## src/hdl/pqe_pkg.sv

```systemverilog
// Package: widths, constants, arctangent table and register clamps for the polar quantizer.
`timescale 1ns / 1ps
package pqe_pkg;

    localparam int CORDIC_STAGES = 16;
    localparam int ATAN_ENTRIES  = 24;
    localparam int NS   = (CORDIC_STAGES > ATAN_ENTRIES) ? ATAN_ENTRIES : CORDIC_STAGES;
    localparam int GUARD = 8;
    localparam int XW    = 27;
    localparam int LAT   = 2 * NS + 5;
    localparam logic [29:0] KINV_Q30 = 30'd652032874;

    localparam logic [1:0] REG_PH_PREC  = 2'd0;
    localparam logic [1:0] REG_AMP_PREC = 2'd1;

    typedef struct packed {
        logic signed [XW-1:0] x;
        logic signed [XW-1:0] y;
        logic [31:0]          z;
        logic                 zero;
    } t_pqe_item;

    function automatic logic [31:0] f_atan(input int i);
        logic [31:0] v;
        unique case (i)
            0:  v = 32'h20000000;  1:  v = 32'h12E4051E;
            2:  v = 32'h09FB385B;  3:  v = 32'h051111D4;
            4:  v = 32'h028B0D43;  5:  v = 32'h0145D7E1;
            6:  v = 32'h00A2F61E;  7:  v = 32'h00517C55;
            8:  v = 32'h0028BE53;  9:  v = 32'h00145F2F;
            10: v = 32'h000A2F98;  11: v = 32'h000517CC;
            12: v = 32'h00028BE6;  13: v = 32'h000145F3;
            14: v = 32'h0000A2FA;  15: v = 32'h0000517D;
            16: v = 32'h000028BE;  17: v = 32'h0000145F;
            18: v = 32'h00000A30;  19: v = 32'h00000518;
            20: v = 32'h0000028C;  21: v = 32'h00000146;
            22: v = 32'h000000A3;  23: v = 32'h00000051;
            default: v = 32'h0;
        endcase
        return v;
    endfunction

    function automatic logic [4:0] f_clamp_pb(input logic [4:0] pb);
        logic [4:0] v;
        if (pb == 5'd0) v = 5'd1;
        else if (pb > 5'd16) v = 5'd16;
        else v = pb;
        return v;
    endfunction

    function automatic logic [3:0] f_clamp_ab(input logic [3:0] ab);
        return (ab > 4'd14) ? 4'd14 : ab;
    endfunction

endpackage

```

## src/hdl/pqe_queue.sv

```systemverilog
// Queue: four-entry FIFO between front and back.
`timescale 1ns / 1ps
module pqe_queue (
    input  logic              i_clk,
    input  logic              i_rst_n,
    input  logic              i_push,
    input  pqe_pkg::t_pqe_item i_item,
    output logic              o_ready,
    input  logic              i_pop,
    output logic              o_valid,
    output pqe_pkg::t_pqe_item o_item
);
    import pqe_pkg::*;

    t_pqe_item  r_mem [0:3];
    logic [1:0] r_wp;
    logic [1:0] r_rp;
    logic [2:0] r_cnt;
    logic       w_push;
    logic       w_pop;

    assign o_ready = (r_cnt != 3'd4);
    assign o_valid = (r_cnt != 3'd0);
    assign o_item  = r_mem[r_rp];
    assign w_push  = i_push && o_ready;
    assign w_pop   = i_pop && o_valid;

    always_ff @(posedge i_clk) begin
        if (!i_rst_n) begin
            r_wp  <= 2'd0;
            r_rp  <= 2'd0;
            r_cnt <= 3'd0;
        end else begin
            if (w_push) r_wp <= r_wp + 2'd1;
            if (w_pop)  r_rp <= r_rp + 2'd1;
            r_cnt <= r_cnt + {2'b0, w_push} - {2'b0, w_pop};
        end
        if (w_push) begin
            r_mem[r_wp] <= i_item;
        end
    end
endmodule

```

## config.mk

```make
export PLATFORM = sky130hd
export DESIGN_NAME = pqe_queue
export DESIGN_NICKNAME = d
export VERILOG_FILES = /design/src/hdl/pqe_pkg.sv /design/src/hdl/pqe_queue.sv
export SDC_FILE = /design/constraint.sdc
export NUM_CORES = 1
export LEC_CHECK = 0
export ABC_AREA = 0
export BUFFER_PORTS_ARGS = -buffer_cell sky130_fd_sc_hd__buf_2
export CAP_MARGIN = 40
export CORE_ASPECT_RATIO = 1.75
export CORE_UTILIZATION = 50
export DETAILED_ROUTE_END_ITERATION = 10
export PLACE_DENSITY = 0.69
export SYNTH_ARGS = -nofsm -noshare
export SYNTH_HDL_FRONTEND = slang
export SYNTH_SLANG_ARGS = --single-unit
```

## constraint.sdc

```tcl
create_clock -name i_clk -period 4.59 [get_ports i_clk]
set_input_delay 0.918 -clock i_clk [delete_from_list [all_inputs] [get_ports i_clk]]
set_output_delay 0.918 -clock i_clk [all_outputs]
set_load 0.03 [all_outputs]
```

# After elaboration in Yosys (flattened, before gate mapping)
# Memories as Yosys holds them, arrays and structs flattened. A register that Yosys moved wholly into a read port is not among the register bits.
# Index checks and enable logic that the tools add are counted.
# Widths: inputs -> output; s select.
# word_totals
register_bits,7
latchBits,0
ram_bits,348
mem_bits_ro,0
inputBits,91
output_inout_bits,89
word_cells,16
mem_count,1
# memory_table
name,depth,width,rd,rd_ports_with_merged_regs,wr,line_no,rtl
r_mem,4,87,1,1,1,pqe_queue.sv:15,t_pqe_item r_mem [0:3];
# classes
addsub,4
n_mul,0
n_div,0
magnitude_cmp,0
eq_ne,1
shifts,0
mux,4
n_bitwise,0
reduce_logical,3
# op_table
operator,n
$add 2x1->2 const B,2
$mux 2,2
$add 3x1->3,1
$ne 3x3->1 const B,1
$reduce_bool 3->1,1
$sub 3x1->3,1
$logic_and 1x1->1,2
$mux 1,2

# Longest topological paths before layout
# logic_depth
ltp_word,4
depth_mapped,11
mapped_depth_nobuf,11

# Least setup slack after synthesis
# No wires, ideal clock.
# synth_timing
path_kind,input to register
startpoint,input i_push
endpoint,"memory r_mem[0][0] (netlist name), enable pin"
setup_ns,0.455
t_arrival_ns,3.375
path_slack_ns,0.760
stages,2
cell_sequence,a21boi_1 > and2_1
# synth_via
elab_chain_len,3
# synth_rtl
element,line_no,rtl
from (decl),pqe_queue.sv:6,"input logic i_push,"
$logic_and 1x1->1,pqe_queue.sv:25,assign w_push = i_push && o_ready;
$mux 1,pqe_queue.sv:38,if (w_push) begin
$mux 1 (implied by the code),pqe_queue.sv:39,r_mem[r_wp] <= i_item;
to (decl),pqe_queue.sv:15,
# Every way passes these cells.

==> metrics.yaml <==
synthesis.area_per_instance_sq_um: 25.89
cellLeakagePower_nw: 5.119
place.port_buffers: 179
grt_setup_unrepaired: "no"
worstSetupStartpointType: "register"
timing.fmax_mhz: 279.1
ctsHoldBuffers: 0
sequentialPowerShare_pct: 45.8
die_width_um: 124
syn_inst: 503
io-pin-count: 180
drv_cap: 0
groute.usage.overall_pct: 18.90
power.share.combinational_pct: 25.1
worst_clock_skew_ns: 0.007867
cts.sink_count: 357
die_outline_area_sq_mm: 0.02672
grt_max_degree: 54
switching_share_pct: 29.81
endpoint_kind: "output port"
route.detailed.vias_per_inst: 5.594
gp_congestion: 0.7282
endpoints_failing_setup: 0
slew_headroom_pct: 44.56
finalWorstPathRequiredPeriod_ns: 3.583
whs_ns: 0.5004
routed-via-count: 5846
synth.ff_latch_count: 357
clock_path_buffers: 3
timing.critical_path.required_ns: 3.67
detailedRoute.firstIterationViolations: 417
cts_root_buf: "clkbuf_16"
post_route_cells_drive_above_1_share_pct: 45.52
place.detailed.hpwl_um: 14820
tritoncts.num_buffers: 31
outcome: "finished clean"
postCtsSetupRepairBufs: 0
chipHeight_um: 215.5
period_share_pct: 78.07
post_cts_resized: 0
p_sw_mw: 2.690
synth.yosys.seq_area_share_pct: 81.62
ctsHtreeMaxLevel: 1
timing_worst_slew_pin_value_ns: 0.8317
placement_rows: 77
postSynthNetCount: 601
overflow: 0
report.final.hold_viol_count: 0
holdCritPathClass: "register to register"
drtAntennaViolNets: 0
yosysWarningCount: 0
worstPathMaxFanout: 31
grt_antenna_before_repair: 5
relative_contribution_of_the_clock_network_to_total_power_pct: 29.2
core_area_sq_mm: 0.02543
power-per-cell-area_mw_per_mm2: 587.8
drcViolationCount: 0
crit_arrival_ns: 2.67
synth.distinct_cells: 21
wire_length_of_the_first_global_routing_pass_um: 36870
worst_vdd_drop_v: 0.0005017
routedWlPerCell_um: 23.05
nNetsFinal: 800
clk_pin_slew_worst_paths_ns: 0.06
final.setup.tns_ns: 0
synth_area_sq_mm: 0.01302
drt_pre_antenna_iters: 4
clk-insertion-delay-late_ns: 0.56
final_count_of_pins_violating_max_slew: 0
drt-total-wl_um: 24090
grt_pass1_vias: 6503
critical_path_class: "register to output port"
tritoncts_clock_tree: "built"
syn2layout_area_growth_pct: 17.90
initial_utilization_pct: 51.21
cell_internal_pwr_mw: 6.335
worst paths after layout:
kind,start,end,slack [ns],cells past startpoint
max,register,o_item[25],1.01,3
min,r_wp[1],r_wp[1],0.50,2
max reg2reg,r_cnt[1],r_cnt[2],1.99,11
min reg2reg,r_wp[1],r_wp[1],0.50,2
synthesized netlist by cell type, drive strengths merged:
| cell | n | area share (%) |
|---|---|---|
| a21boi | 1 | 0.058 |
| and2 | 7 | 0.34 |
| buf | 15 | 0.97 |
| clkbuf | 6 | 0.17 |
| dfxtp | 9 | 1.4 |
| edfxtp | 348 | 80 |
| fa | 1 | 0.15 |
| ha | 6 | 0.58 |
| inv | 5 | 0.14 |
| mux2i | 2 | 0.15 |
| mux4 | 87 | 15 |
| nand2 | 5 | 0.14 |
| nor2 | 1 | 0.029 |
| nor2b | 3 | 0.14 |
| o311ai | 1 | 0.067 |
| o31a | 1 | 0.067 |
| or3 | 1 | 0.048 |
| xnor2 | 4 | 0.27 |
cell usage in the layout (no fill, tap or decap), types with 6 or more instances in the layout:
| master | Yosys | final |
|---|---|---|
| edfxtp_1 | 348 | 348 |
| buf_2 | 10 | 179 |
| mux4_2 | 87 | 87 |
| clkbuf_16 | 0 | 31 |
| clkinv_2 | 0 | 7 |
| dfxtp_1 | 9 | 7 |
| ha_1 | 6 | 6 |
final cells by class:
type                    count  area [sq um]
flip-flops and latches    357         10640
diodes                      4         10.01
clock buffers              32         779.5
multi-input cells         120          2236
repair buffers            187          1018
clock inverters            24         259.0
fillers                  1833         10080
inverters                   5         18.77
well taps                 316         395.4
critical path, stage by stage (launching register included):
cell	delay (ns)
dfxtp_4	0.77
buf_4	0.50
mux4_2	0.59
buf_2	0.20
metrics by stage:
stage | cells | instance area [sq um] | power, mW | worst slack [ns] | util, %
after floorplan | 503 | 13020 | 5.881 | 0.7600 | -
after global placement | 985 | 14310 | 6.461 | 1.535 | 56.25
after detailed placement | 985 | 14310 | 6.517 | 1.507 | 56.25
after CTS | 1041 | 15340 | 9.145 | 0.8890 | 60.33
after global routing | 1044 | 15350 | 9.400 | 0.7740 | 60.36
final | 1045 | 15350 | 9.026 | 1.007 | 60.37
state kept, by name, summed over array words and instances (netlist names), named ones only:
signal / count
r_mem: 348
r_rp: 2
r_wp: 2
r_cnt: 3
cells by family after synthesis:
kind of cell	synth area share, %
AO/OA/AOI/OAI	0.1922
XOR/XNOR	0.2690
adder cells (fa/ha/maj)	0.7301
buffers and inverters	1.287
flip-flops	81.62
multiplexers	15.20
AND/OR/NAND/NOR	0.7013
routing by layer:
layer  track usage, %  share of wire (%)  up-vias
met2            33.48                 55      197
li1                 -                  -     2547
met3            4.255                6.4       50
met5                0               0.12        -
met4            7.540                3.2        4
met1            21.78                 35     3048
power by group through the flow:
| stage | registers [mW] | logic (mW) | clock network (mW) |
|---|---|---|---|
| 3_5_place_dp | 4.21 | 2.31 | 0 |
| 2_1_floorplan | 4.10 | 1.78 | 0 |
| 5_1_grt | 4.18 | 2.42 | 2.81 |
| 6_report | 4.13 | 2.26 | 2.63 |
| 4_1_cts | 4.14 | 2.31 | 2.69 |
| 3_3_place_gp | 4.18 | 2.28 | 0 |
(Power assumes the default switching activity.)
