==> config.mk <==
export PLATFORM = sky130hd
export DESIGN_NAME = pqe_front_flat
export DESIGN_NICKNAME = d
export VERILOG_FILES = /design/src/hdl/pqe_pkg.sv /design/src/hdl/pqe_if.sv /design/src/hdl/pqe_front.sv /design/src/flat_wrapper.sv
export SDC_FILE = /design/constraint.sdc
export NUM_CORES = 1
export LEC_CHECK = 0
export BUFFER_PORTS_ARGS = -buffer_cell sky130_fd_sc_hd__buf_2
export CAP_MARGIN = 20
export CORE_UTILIZATION = 39
export DETAILED_ROUTE_END_ITERATION = 8
export GPL_TIMING_DRIVEN = 0
export PLACE_DENSITY = 0.83
export REMOVE_ABC_BUFFERS = 1
export SYNTH_ARGS = -nofsm -noshare
export SYNTH_HDL_FRONTEND = slang
export SYNTH_SLANG_ARGS = --single-unit
export TNS_END_PERCENT = 30
==> constraint.sdc <==
create_clock -name i_clk -period 2.1 [get_ports i_clk]
set_input_delay 0.105 -clock i_clk [delete_from_list [all_inputs] [get_ports i_clk]]
set_output_delay 0.105 -clock i_clk [all_outputs]
set_load 0.02 [all_outputs]
==> src/hdl/pqe_pkg.sv <==
// Package: widths, constants, arctangent table and register clamps for the polar quantizer.
`timescale 1ns / 1ps
package pqe_pkg;

    localparam int CORDIC_STAGES = 16;
    localparam int ATAN_ENTRIES  = 24;
    localparam int NS   = (CORDIC_STAGES > ATAN_ENTRIES) ? ATAN_ENTRIES : CORDIC_STAGES;
    localparam int GUARD = 8;
    localparam int XW    = 27;
    localparam int LAT   = 2 * NS + 5;
    localparam logic [29:0] KINV_Q30 = 30'd652032874;

    localparam logic [1:0] REG_PH_PREC  = 2'd0;
    localparam logic [1:0] REG_AMP_PREC = 2'd1;

    typedef struct packed {
        logic signed [XW-1:0] x;
        logic signed [XW-1:0] y;
        logic [31:0]          z;
        logic                 zero;
    } t_pqe_item;

    function automatic logic [31:0] f_atan(input int i);
        logic [31:0] v;
        unique case (i)
            0:  v = 32'h20000000;  1:  v = 32'h12E4051E;
            2:  v = 32'h09FB385B;  3:  v = 32'h051111D4;
            4:  v = 32'h028B0D43;  5:  v = 32'h0145D7E1;
            6:  v = 32'h00A2F61E;  7:  v = 32'h00517C55;
            8:  v = 32'h0028BE53;  9:  v = 32'h00145F2F;
            10: v = 32'h000A2F98;  11: v = 32'h000517CC;
            12: v = 32'h00028BE6;  13: v = 32'h000145F3;
            14: v = 32'h0000A2FA;  15: v = 32'h0000517D;
            16: v = 32'h000028BE;  17: v = 32'h0000145F;
            18: v = 32'h00000A30;  19: v = 32'h00000518;
            20: v = 32'h0000028C;  21: v = 32'h00000146;
            22: v = 32'h000000A3;  23: v = 32'h00000051;
            default: v = 32'h0;
        endcase
        return v;
    endfunction

    function automatic logic [4:0] f_clamp_pb(input logic [4:0] pb);
        logic [4:0] v;
        if (pb == 5'd0) v = 5'd1;
        else if (pb > 5'd16) v = 5'd16;
        else v = pb;
        return v;
    endfunction

    function automatic logic [3:0] f_clamp_ab(input logic [3:0] ab);
        return (ab > 4'd14) ? 4'd14 : ab;
    endfunction

endpackage

==> src/hdl/pqe_if.sv <==
// Interfaces: sample input, result output and register write channels.
`timescale 1ns / 1ps
interface pqe_in_if;
    logic               valid;
    logic               ready;
    logic signed [15:0] real_in;
    logic signed [15:0] imag_in;
    modport source (output valid, real_in, imag_in, input ready);
    modport sink   (input valid, real_in, imag_in, output ready);
endinterface


==> src/hdl/pqe_front.sv <==
// Front: accept samples, detect zero, fold the left half plane, register for the queue.
`timescale 1ns / 1ps
module pqe_front (
    input  logic              i_clk,
    input  logic              i_rst_n,
    pqe_in_if.sink            i_in,
    input  logic              i_q_ready,
    output logic              o_valid,
    output pqe_pkg::t_pqe_item o_item
);
    import pqe_pkg::*;

    logic      r_vld;
    t_pqe_item r_item;
    t_pqe_item n_item;
    logic signed [XW-1:0] w_x;
    logic signed [XW-1:0] w_y;

    assign i_in.ready = !r_vld || i_q_ready;
    assign o_valid    = r_vld;
    assign o_item     = r_item;

    always_comb begin
        w_x = XW'(i_in.real_in) <<< GUARD;
        w_y = XW'(i_in.imag_in) <<< GUARD;
        n_item.zero = (i_in.real_in == 16'sd0) && (i_in.imag_in == 16'sd0);
        if (i_in.real_in < 0) begin
            n_item.x = -w_x;
            n_item.y = -w_y;
            n_item.z = 32'h80000000;
        end else begin
            n_item.x = w_x;
            n_item.y = w_y;
            n_item.z = 32'h0;
        end
    end

    always_ff @(posedge i_clk) begin
        if (!i_rst_n) begin
            r_vld <= 1'b0;
        end else if (i_in.ready) begin
            r_vld <= i_in.valid;
        end
        if (i_in.ready && i_in.valid) begin
            r_item <= n_item;
        end
    end
endmodule

==> src/flat_wrapper.sv <==
// flat-port wrapper written by rule: the top's interface ports become plain ports
module pqe_front_flat import pqe_pkg::*;
  (i_clk, i_rst_n, i_q_ready, o_valid, o_item, i_in_valid, i_in_real_in, i_in_imag_in, i_in_ready);
  pqe_in_if i_in_i ();
  input  logic i_clk;
  input  logic i_rst_n;
  input  logic i_q_ready;
  output logic o_valid;
  output pqe_pkg::t_pqe_item o_item;
  input wire logic [$bits(i_in_i.valid)-1:0] i_in_valid;
  input wire logic [$bits(i_in_i.real_in)-1:0] i_in_real_in;
  input wire logic [$bits(i_in_i.imag_in)-1:0] i_in_imag_in;
  output wire logic [$bits(i_in_i.ready)-1:0] i_in_ready;
  assign i_in_i.valid = i_in_valid;
  assign i_in_i.real_in = i_in_real_in;
  assign i_in_i.imag_in = i_in_imag_in;
  assign i_in_ready = i_in_i.ready;
  pqe_front u_core (.i_clk(i_clk), .i_rst_n(i_rst_n), .i_in(i_in_i), .i_q_ready(i_q_ready), .o_valid(o_valid), .o_item(o_item));
endmodule
# Word level (Yosys, flattened, before mapping)
# Index checks and enable logic that the tools add are counted.
[op_classes]
mux = 1
reduce_logical = 6
n_addsub = 2
order_cmp = 1
[ops]
columns = ["cell", "n"]
rows = [
  ["$mux 86", 1],
  ["$neg 24->27", 2],
  ["$logic_not 16->1", 2],
  ["$lt 16x1->1 const B", 1],
  ["$logic_and 1x1->1", 2],
  ["$logic_not 1->1", 1],
  ["$logic_or 1x1->1", 1],
]
[word_totals]
regBits = 88
wordCells = 17
output_inout_bits = 89
input_bits = 36

# Logic depth before layout (Yosys ltp)
# Gate-level depths: netlist (run 1).
[logic_depth]
ltp_word = 3
depth_mapped = 5
mapped_depth_nobuf = 5

# Least setup slack after synthesis (run 1)
# OpenSTA, ideal clock, no wires.
[synth_timing]
kind = "register to register"
startpoint = "register u_core.r_vld, in the netlist u_core.o_valid"
endpoint = "register u_core.r_item, in the netlist u_core.o_item[0], enable pin"
path_slack_ps = 77
arrival_time_ps = 1621
t_required_ps = 1699
period_less_slack_ps = 2023
n_path_buf = 0
setup_ps = 401
path_stages_with_launch = 3
path_cell_list = "dfxtp_1 -> nand2b_1 -> and2_1"
[synth_between]
elab_chain_len = 3
[synth_lines]
columns = ["element", "line", "rtl"]
rows = [
  ["start, declared", "pqe_front.sv:13", "logic r_vld;"],
  ["start signal, assigned", "pqe_front.sv:42", "r_vld <= i_in.valid;"],
  ["$logic_not 1->1", "pqe_front.sv:19", "assign i_in.ready = !r_vld || i_q_ready;"],
  ["$logic_or 1x1->1", "pqe_front.sv:19", ""],
  ["named net i_in_ready", "flat_wrapper.sv:13", "output wire logic [$bits(i_in_i.ready)-1:0] i_in_ready;"],
  ["$logic_and 1x1->1", "pqe_front.sv:44", "if (i_in.ready && i_in.valid) begin"],
  ["end signal, assigned", "pqe_front.sv:45", "r_item <= n_item;"],
  ["end, declared", "pqe_front.sv:14", "t_pqe_item r_item;"],
]
# The timed path passes the listed nets, and every way through them passes these cells.
# A chain may end at the register's enable or synchronous reset.

# Worst setup path in the final report (run 1)
[layout_timing]
startpoint = "register u_core.r_vld, in the netlist u_core.o_valid"
endpoint = "register u_core.r_item, in the netlist u_core.o_item[47], enable pin"
[layout_between]
elab_chain_len = 3
[layout_lines]
columns = ["element", "line"]
rows = [
  ["$logic_not 1->1", "pqe_front.sv:19"],
  ["$logic_or 1x1->1", "pqe_front.sv:19"],
  ["$logic_and 1x1->1", "pqe_front.sv:44"],
]
# Every way passes these cells.

==> results of run 1 <==
==> area by class of cell <==
| cell class | instances | share of cell area |
|---|---|---|
| Timing Repair Buffer | 77 | 0.147 |
| Clock buffer | 6 | 0.0277 |
| Tap cell | 72 | 0.0344 |
| Multi-Input combinational cell | 143 | 0.314 |
| Sequential cell | 41 | 0.466 |
| Clock inverter | 2 | 0.00382 |
| Inverter | 5 | 0.00716 |
==> worst max-delay path, stage by stage (launching register included) <==
cell,delay (ns)
dfxtp_1,0.32
nand2b_1,0.09
and2_2,0.74
==> flip-flops by register name (all words and copies together), names as in the netlist <==
signal          count
u_core.o_item      40
u_core.o_valid      1
==> power groups by stage <==
stage,clock (mW),combinational (mW),sequential [mW]
finish,0.484,0.391,0.992
CTS,0.501,0.391,0.993
detailed placement,0,0.391,1.01
global placement,0,0.381,1.01
global route,0.541,0.423,0.997
floorplan,0,0.173,1.09
==> kinds of logic (layout without fill, tap and decap cells) <==
logic type / Yosys count / after routing / synth area share
fa+ha+maj: 2 / 2 / 0.0112
simple gates: 39 / 39 / 0.0926
xor+xnor: 27 / 27 / 0.105
compound gates: 25 / 25 / 0.0742
buf+inv: 55 / 90 / 0.171
other cells: 1 / 50 / 0.00167
flops: 41 / 41 / 0.544
==> per-stage QoR <==
step                      total power [mW]  setup TNS (ns)  instances  cell area (sq um)
after floorplan                       1.27               0        189               2060
after global placement                1.39          -0.659        338               2540
after detailed placement              1.40               0        338               2540
after CTS                             1.89               0        346               2620
after global routing                  1.96               0        346               2620
final                                 1.87               0        346               2620
==> path summary, 6_finish.rpt <==
check / start / endpoint / depth (start not counted)
setup / recovery: u_core.o_valid$_SDFFE_PN0N_ / u_core.o_item[47]$_DFFE_PP_ / 2
hold reg to reg: u_core.o_valid$_SDFFE_PN0N_ / u_core.o_valid$_SDFFE_PN0N_ / 2
setup reg to reg: u_core.o_valid$_SDFFE_PN0N_ / u_core.o_item[47]$_DFFE_PP_ / 2
hold / removal: i_in_imag_in[0] / u_core.o_item[41]$_DFFE_PP_ / 1
==> synthesized netlist by cell type <==
| library cell | n |
|---|---|
| nand3_1 | 4 |
| edfxtp_1 | 40 |
| nor2_1 | 4 |
| conb_1 | 1 |
| a21boi_0 | 1 |
| o21ai_2 | 1 |
| or4_4 | 2 |
| o31ai_1 | 8 |
| dfxtp_1 | 1 |
| o21ai_0 | 11 |
| nand2_1 | 12 |
| nor4_1 | 3 |
| ha_1 | 2 |
| and2_1 | 1 |
| xnor2_1 | 27 |
| nand4_1 | 1 |
| and3_1 | 1 |
| o41ai_1 | 4 |
| nand2b_1 | 6 |
| nand3b_1 | 1 |
| inv_1 | 5 |
| buf_4 | 47 |
| nor3_1 | 3 |
| or4_1 | 1 |
| clkbuf_1 | 3 |
==> routing by layer <==
metal  up-vias  part of all wire  global-route usage
li1        738                 -                   -
met1       710              0.41               0.164
met2        91              0.49               0.226
met3         5             0.084              0.0235
met4         0             0.016              0.0642
met5         -                 0                   0
==> impl_metrics.csv, run 1 <==
group,metric,value,unit
cells_and_area,final_common_cell,"buf_2",
timing,min_period,1.55,ns
floorplan,start_util,0.405,
cells_and_area,drive_gt1_frac,0.321,
global_routing,grtUsageTotal,0.134,
place,pre_cts_ws,0.261,ns
power,seqPwrFrac,0.531,
cells_and_area,multi_input_area,825,sq um
power,ir_drop,275,uV
timing,maxSlewViolCount,0,
synth,ys_ff_latch,41,
timing,max_freq,645,MHz
cts,htreeDepth,2,
cells_and_area,final_cell_mix,"77 x buf_2, 50 x conb_1, 40 x edfxtp_1, 27 x xnor2_1, 12 x nand2_1",
place,numPortBuffers,77,
critical_path,r2r_slack,0.55,ns
synth,synth_top_cell_by_area,"edfxtp_1",
timing,timing.hold.ws,0.0359,ns
critical_path,cp_max_fo,40,
floorplan,die_x,77.8,microns
synth,syn_area,2240,sq um
synth,synth.area.top_cells,"edfxtp_1 54%, buf_4 16%, xnor2_1 11%, o31ai_1 2.7%, o21ai_0 2.5%",
timing,rsz0062_at_grt,"false",
drt,drc,0,
drt,num_vias,1544,
global_routing,antenna_found_initial,0,
power,p_per_area,712,nW/um^2
floorplan,rows,27,
cts,cts_resized,0,
cells_and_area,regArea,1220,sq um
place,gp_congestion,0.732,
power,clkPwrFrac,0.259,
critical_path,cp.required,2.01,ns
drt,first_pass_iters,4,
floorplan,fp.dieArea,6060,sq um
floorplan,core_area,5540,sq um
job,drv_cap,0,
cts,cts-root-buf,"clkbuf_8",
drt,wl_per_cell,11.6,microns
global_routing,grt_pass1_wl,6.07,mm
timing,finalSetupViolations,0,
cells_and_area,syn2layout_area_growth,16.9,%
synth,synth_warnings,0,
global_routing,grt_overflow_total,0,
synth,netlist.area_leader.share,0.535,
timing,tightest_slew,0.896,ns
cts,clk_path_buf_depth,2,
drt,drt_iter0_markers,55,
critical_path,arrival,1.46,ns
timing,finalCritPeriodShare,0.738,
timing,finClkSkew,0.00464,ns
cts,cts_tree,"built",
timing,hold_viol_final,0,
cells_and_area,fin_util,0.473,
hold_path,hold_path_class,"input port to register",
power,power.switching,541,uW
power,p_int,1.33,mW
global_routing,grt_max_degree,41,
place,post-dp-hpwl,3.05,mm
power,power.leakage,1.11,nW
timing,setup_ws,0.550,ns
cts,clkLatencyLatePin,0.28,ns
synth,ys_types,25,
timing,timing.slew.headroom,0.402,
critical_path,worst_setup_path_start_kind,"register",
critical_path,path_class,"register to register",
drt,antenna_left,0,
power,combPwrFrac,0.209,
synth,synthCells,190,
cts,cts_buffers,5,
cts,cts_hold_buffers,0,
drt,viasPerCell,4.46,
cells_and_area,diodes,0,
run_status,outcome,"completed",
floorplan,die_h,77.8,microns
synth,ys_seq_area_frac,0.544,
synth,syn_area_per_cell,11.8,sq um
cts,postCtsSetupBuffers,0,
critical_path,cp-end-kind,"register",
floorplan,ios,125,
power,swShare,0.290,
global_routing,grt_pass1_vias,1299,
cells_and_area,final_nets,311,
cts,clock_sinks,41,
cells_and_area,fillCellCount,532,
cts,clkTransAtPathRegs,0.07,ns
drt,routed_wl,4.00,mm
No activity file was read; power rests on OpenSTA's default activity.
==> run 2, diff against run 1 <==
--- a/config.mk
+++ b/config.mk
@@ -5,12 +5,13 @@
 export SDC_FILE = /design/constraint.sdc
 export NUM_CORES = 1
 export LEC_CHECK = 0
+export ABC_AREA = 1
 export BUFFER_PORTS_ARGS = -buffer_cell sky130_fd_sc_hd__buf_2
 export CAP_MARGIN = 20
 export CORE_UTILIZATION = 39
 export DETAILED_ROUTE_END_ITERATION = 8
 export GPL_TIMING_DRIVEN = 0
-export PLACE_DENSITY = 0.83
+export PLACE_DENSITY = 0.81
 export REMOVE_ABC_BUFFERS = 1
 export SYNTH_ARGS = -nofsm -noshare
 export SYNTH_HDL_FRONTEND = slang
==> constraint.sdc (replaced) <==
create_clock -name i_clk -period 1.5 [get_ports i_clk]
set_input_delay 0.075 -clock i_clk [delete_from_list [all_inputs] [get_ports i_clk]]
set_output_delay 0.075 -clock i_clk [all_outputs]
set_load 0.02 [all_outputs]
==> impl_metrics.csv, run 2 <==
group,metric,value,unit
run_status,outcome,"completed",
cells_and_area,syn2layout_area_growth,16.4,%
cells_and_area,largest_register_ffs,40,
cells_and_area,fillCellCount,616,
timing,timing.hold.ws,0.0387,ns
cts,clkLatencyLatePin,0.28,ns
drt,antenna_left,0,
cts,cts_tree,"built",
hold_path,hold_path_class,"input port to register",
hold_path,hp-start,"i_rst_n",
hold_path,min_to,"u_core.o_valid$_SDFFE_PN0N_",
synth,synth_edf_count,40,
power,p_total,2.68,mW
cts,cts_buffers,5,
timing,tightest_slew,0.700,ns
cells_and_area,regArea,1220,sq um
timing,hold_viol_final,0,
timing,maxSlewViolCount,0,
cts,htreeDepth,2,
cells_and_area,fin_util,0.469,
floorplan,die_h,83,microns
synth,synthMostInstantiatedCell,"nand2_1",
synth,synth_flop_cell,"edfxtp_1",
timing,min_period,1.33,ns
synth,syn_area_per_cell,8.76,sq um
synth,ys_seq_area_frac,0.477,
timing,max_freq,755,MHz
global_routing,grt_pass1_wl,7.65,mm
cells_and_area,final_cell_mix,"77 x buf_2, 70 x nand2_1, 50 x conb_1, 40 x edfxtp_1, 35 x inv_1",
cts,clock_sinks,41,
hold_path,holdPathStages,2,
synth,synth_top_cell_by_area,"edfxtp_1",
drt,viasPerCell,4.39,
place,post-dp-hpwl,3.89,mm
power,ir_drop,532,uV
floorplan,die_x,83,microns
timing,finClkSkew,0.00375,ns
drt,drc,0,
global_routing,grt_pass1_vias,1789,
floorplan,start_util,0.403,
cells_and_area,diodes,0,
synth,synth.area.top_cells,"edfxtp_1 47%, buf_4 14%, nand2_1 10%, nand3_1 5.3%, inv_1 5.1%",
critical_path,r2r_start,"u_core.o_valid$_SDFFE_PN0N_",
cells_and_area,final_common_cell,"buf_2",
critical_path,cp-end-kind,"register",
cells_and_area,fin_area,2980,sq um
drt,routed_wl,4.74,mm
job,drv_cap,0,
synth,synthCells,292,
cts,cts-root-buf,"clkbuf_8",
timing,finalSetupViolations,0,
timing,finalCritPeriodShare,0.883,
cells_and_area,drive_gt1_frac,0.275,
synth,synth_warnings,0,
critical_path,cp.required,1.49,ns
critical_path,worstReg2RegEnd,"u_core.o_item[32]$_DFFE_PP_",
floorplan,core_area,6350,sq um
place,gp_congestion,0.827,
place,place_area,2870,sq um
global_routing,antenna_found_initial,0,
floorplan,fp.dieArea,6890,sq um
cts,cts_resized,0,
drt,drt_iter0_markers,45,
synth,synthArstFlopShare,0,
global_routing,grt_overflow_total,0,
power,p_per_area,899,nW/um^2
critical_path,worst_setup_path_start_kind,"register",
cts,clk_path_buf_depth,2,
synth,syn_area,2560,sq um
cells_and_area,final_nets,415,
critical_path,cp_max_fo,29,
synth,netlist.area_leader.share,0.469,
timing,rsz0062_at_grt,"false",
critical_path,rr_worst_depth,2,
drt,first_pass_iters,4,
synth,ys_ff_latch,41,
power,power.leakage,1.51,nW
place,numPortBuffers,77,
critical_path,arrival,1.31,ns
global_routing,grt_max_degree,37,
critical_path,path_class,"register to register",
timing,finalSetupTns,0,ns
global_routing,grtUsageTotal,0.140,
floorplan,rows,29,
critical_path,r2r_slack,0.17,ns
timing,timing.slew.headroom,0.533,
cts,clkTransAtPathRegs,0.08,ns
cells_and_area,multi_input_area,1010,sq um
synth,synth_commonest_cells,"70 x nand2_1, 49 x buf_4, 40 x edfxtp_1, 35 x inv_1, 27 x nand3_1",
floorplan,ios,125,
drt,wl_per_cell,10.4,microns
synth,ys_types,27,
drt,num_vias,1999,
run 2: through the flow:
stage	worst slack (ns)	instances
2_1_floorplan	-1.34	290
3_3_place_gp	-1.99	444
3_5_place_dp	0.0166	445
4_1_cts	0.139	455
5_1_grt	0.0884	455
6_report	0.175	455
run 2: area by class of cell:
class / instances / share of cell area
well taps: 77 / 0.0324
clock buffers: 5 / 0.0231
clock inverters: 3 / 0.00588
flip-flops and latches: 41 / 0.410
inverters: 38 / 0.0479
repair buffers: 80 / 0.143
multi-input cells: 211 / 0.338
run 2: worst max path at each step:
stage                                           start                           to  slack (ns)  depth (start not counted)
after detailed placement             i_in_real_in[15]  u_core.o_item[43]$_DFFE_PP_        0.02                          5
after global routing      u_core.o_valid$_SDFFE_PN0N_  u_core.o_item[50]$_DFFE_PP_        0.09                          2
after global placement    u_core.o_valid$_SDFFE_PN0N_  u_core.o_item[52]$_DFFE_PP_       -1.99                          1
final                     u_core.o_valid$_SDFFE_PN0N_  u_core.o_item[32]$_DFFE_PP_        0.17                          2
after CTS                 u_core.o_valid$_SDFFE_PN0N_  u_core.o_item[50]$_DFFE_PP_        0.14                          2
after floorplan           u_core.o_valid$_SDFFE_PN0N_   u_core.o_item[0]$_DFFE_PP_       -1.34                          1
run 2: report_power, final:
group / leakage (nW) / switching [mW] / internal (mW)
Combinational: 1.07 / 0.438 / 0.170
Clock: 0.0439 / 0.367 / 0.321
Sequential: 0.398 / 0.0180 / 1.36
run 2: logic make-up after synthesis:
logic type,synth area share
AO/OA/AOI/OAI,0.0279
XOR/XNOR,0.0445
adder cells (fa/ha/maj),0.00978
buffers and inverters,0.206
flip-flops,0.477
other,0.00147
AND/OR/NAND/NOR,0.233
run 2: critical path, stage by stage (launching register included):
cell and delay (ns):
dfxtp_1 0.35, a21oi_4 0.41, buf_12 0.26
run 2: repair_timing:
action / 4_1_cts / 5_1_grt
hold buffers: 2 / 0
endpoints found under the hold margin: 2 / 0
buffers inserted: 0 / 0
run 2: metal layers:
layer | up-vias | share of wire | track usage
met2 | 105 | 0.50 | 0.250
met3 | 2 | 0.087 | 0.0408
met5 | - | 0 | 0
met1 | 887 | 0.41 | 0.157
met4 | 0 | 0.0080 | 0.0517
li1 | 1005 | - | -
==> run 3, diff against run 2 <==
--- a/config.mk
+++ b/config.mk
@@ -11,7 +11,7 @@
 export CORE_UTILIZATION = 39
 export DETAILED_ROUTE_END_ITERATION = 8
 export GPL_TIMING_DRIVEN = 0
-export PLACE_DENSITY = 0.81
+export PLACE_DENSITY = 0.83
 export REMOVE_ABC_BUFFERS = 1
 export SYNTH_ARGS = -nofsm -noshare
 export SYNTH_HDL_FRONTEND = slang
==> constraint.sdc (replaced) <==
create_clock -name i_clk -period 1.1 [get_ports i_clk]
set_input_delay 0.055 -clock i_clk [delete_from_list [all_inputs] [get_ports i_clk]]
set_output_delay 0.055 -clock i_clk [all_outputs]
set_load 0.02 [all_outputs]
==> impl_metrics.csv, run 3 (synthesized netlist as in run 2, its figures left out) <==
group,metric,value,unit
place,numPortBuffers,77,
global_routing,grtUsageTotal,0.152,
place,pre_cts_ws,-0.400,ns
critical_path,cp-startpoint,"u_core.o_valid$_SDFFE_PN0N_",
timing,setup_ws,0.0250,ns
cells_and_area,diodes,0,
critical_path,path_cells,"a21oi_4 -> buf_16",
critical_path,r2r_start,"u_core.o_valid$_SDFFE_PN0N_",
global_routing,grt_pass1_wl,8.38,mm
timing,finClkSkew,0.00531,ns
timing,min_period,1.07,ns
timing,max_freq,930,MHz
cts,clkTransAtPathRegs,0.08,ns
hold_path,hp-start,"i_in_imag_in[10]",
floorplan,ios,125,
job,drv_cap,0,
drt,num_vias,2077,
critical_path,worst_setup_path_start_kind,"register",
run_status,outcome,"completed",
floorplan,die_x,83,microns
timing,finalCritPeriodShare,0.977,
cts,clock_sinks,41,
place,dp.cells,445,
floorplan,fp.dieArea,6890,sq um
cells_and_area,final_common_cell,"buf_2",
cells_and_area,syn2layout_area_growth,18.1,%
place,post-dp-hpwl,3.96,mm
critical_path,crit_path_max_incr_delay,0.34,ns
critical_path,cp_max_fo,26,
cells_and_area,regArea,1220,sq um
global_routing,antenna_found_initial,0,
timing,maxSlewViolCount,0,
cts,cts_buffers,5,
cells_and_area,multi_input_area,1010,sq um
drt,drt_iter0_markers,46,
timing,hold_viol_final,0,
global_routing,grt_pass1_vias,1936,
drt,routed_wl,5.00,mm
cells_and_area,stdcell_count,457,
critical_path,path_class,"register to register",
timing,rsz0062_at_grt,"true",
cts,cts-root-buf,"clkbuf_8",
cells_and_area,largest_register_ffs,40,
cells_and_area,final_nets,417,
drt,first_pass_iters,4,
floorplan,core_area,6350,sq um
place,gp_congestion,0.818,
global_routing,grt_overflow_total,0,
cells_and_area,fillCellCount,600,
cells_and_area,drive_gt1_frac,0.282,
power,power.leakage,1.53,nW
cts,clkLatencyLatePin,0.29,ns
power,ir_drop,674,uV
timing,finalSetupViolations,0,
drt,antenna_left,0,
drt,drc,0,
floorplan,start_util,0.403,
drt,wl_per_cell,10.9,microns
critical_path,cp-end-kind,"register",
critical_path,cp.required,1.09,ns
hold_path,hold_path_class,"input port to register",
floorplan,rows,29,
cts,htreeDepth,2,
floorplan,die_h,83,microns
power,p_per_area,1220,nW/um^2
cts,clk_path_buf_depth,2,
drt,viasPerCell,4.54,
critical_path,cp_slowest_cell,"dfxtp_2",
cts,cts_tree,"built",
critical_path,arrival,1.07,ns
cells_and_area,final_cell_mix,"76 x buf_2, 70 x nand2_1, 50 x conb_1, 40 x edfxtp_1, 35 x inv_1",
global_routing,grt_max_degree,37,
run 3: per-layer routing:
layer,vias up,GRT usage,share of wire
li1,1008,-,-
met1,936,0.169,0.41
met2,122,0.272,0.49
met3,11,0.0427,0.081
met4,0,0.0611,0.026
met5,-,0,0
run 3: through the flow:
| stage | total power [mW] | instance area [sq um] | util | TNS (ns) | hold slack [ns] |
|---|---|---|---|---|---|
| 2_1_floorplan | 2.48 | 2360 | - | -69.70 | 0.154 |
| 3_3_place_gp | 2.72 | 2840 | 0.447 | -100.97 | 0.259 |
| 3_5_place_dp | 2.76 | 2880 | 0.453 | -17.84 | 0.256 |
| 4_1_cts | 3.75 | 3020 | 0.475 | 0 | 0.0541 |
| 5_1_grt | 3.91 | 3020 | 0.476 | -0.242 | 0.0496 |
| 6_report | 3.69 | 3020 | 0.476 | 0 | 0.0717 |
run 3: timing repair:
action	in CTS	in global routing
hold endpoints to repair	3	0
setup buffers	1	0
hold buffers	3	0
pin swaps	1	0
setup endpoints to repair	42	29
gates resized for setup	2	1
run 3: worst paths after layout:
| path | slack (ns) | to | depth (start not counted) |
|---|---|---|---|
| worst max-delay path | 0.03 | u_core.o_item[77]$_DFFE_PP_ | 2 |
| worst min-delay path | 0.07 | u_core.o_item[51]$_DFFE_PP_ | 3 |
| worst max register to register | 0.03 | u_core.o_item[77]$_DFFE_PP_ | 2 |
| worst min register to register | 0.53 | u_core.o_valid$_SDFFE_PN0N_ | 2 |
run 3: final cells by class:
class | count | area share
well taps | 77 | 0.0319
repair buffers | 82 | 0.154
clock inverters | 3 | 0.00580
inverters | 38 | 0.0472
flip-flops and latches | 41 | 0.405
clock buffers | 5 | 0.0228
multi-input cells | 211 | 0.334
run 3: power breakdown:
group,internal [mW],switching [mW]
Clock,0.438,0.519
Sequential,1.86,0.0251
Combinational,0.248,0.604
Total,2.54,1.15
run 3: critical path, delay by kind of cell, from the launching register on:
| family | cells | cell delay [ns] |
|---|---|---|
| compound gates | 1 | 0.22 |
| buf+inv | 1 | 0.21 |
| flops | 1 | 0.34 |
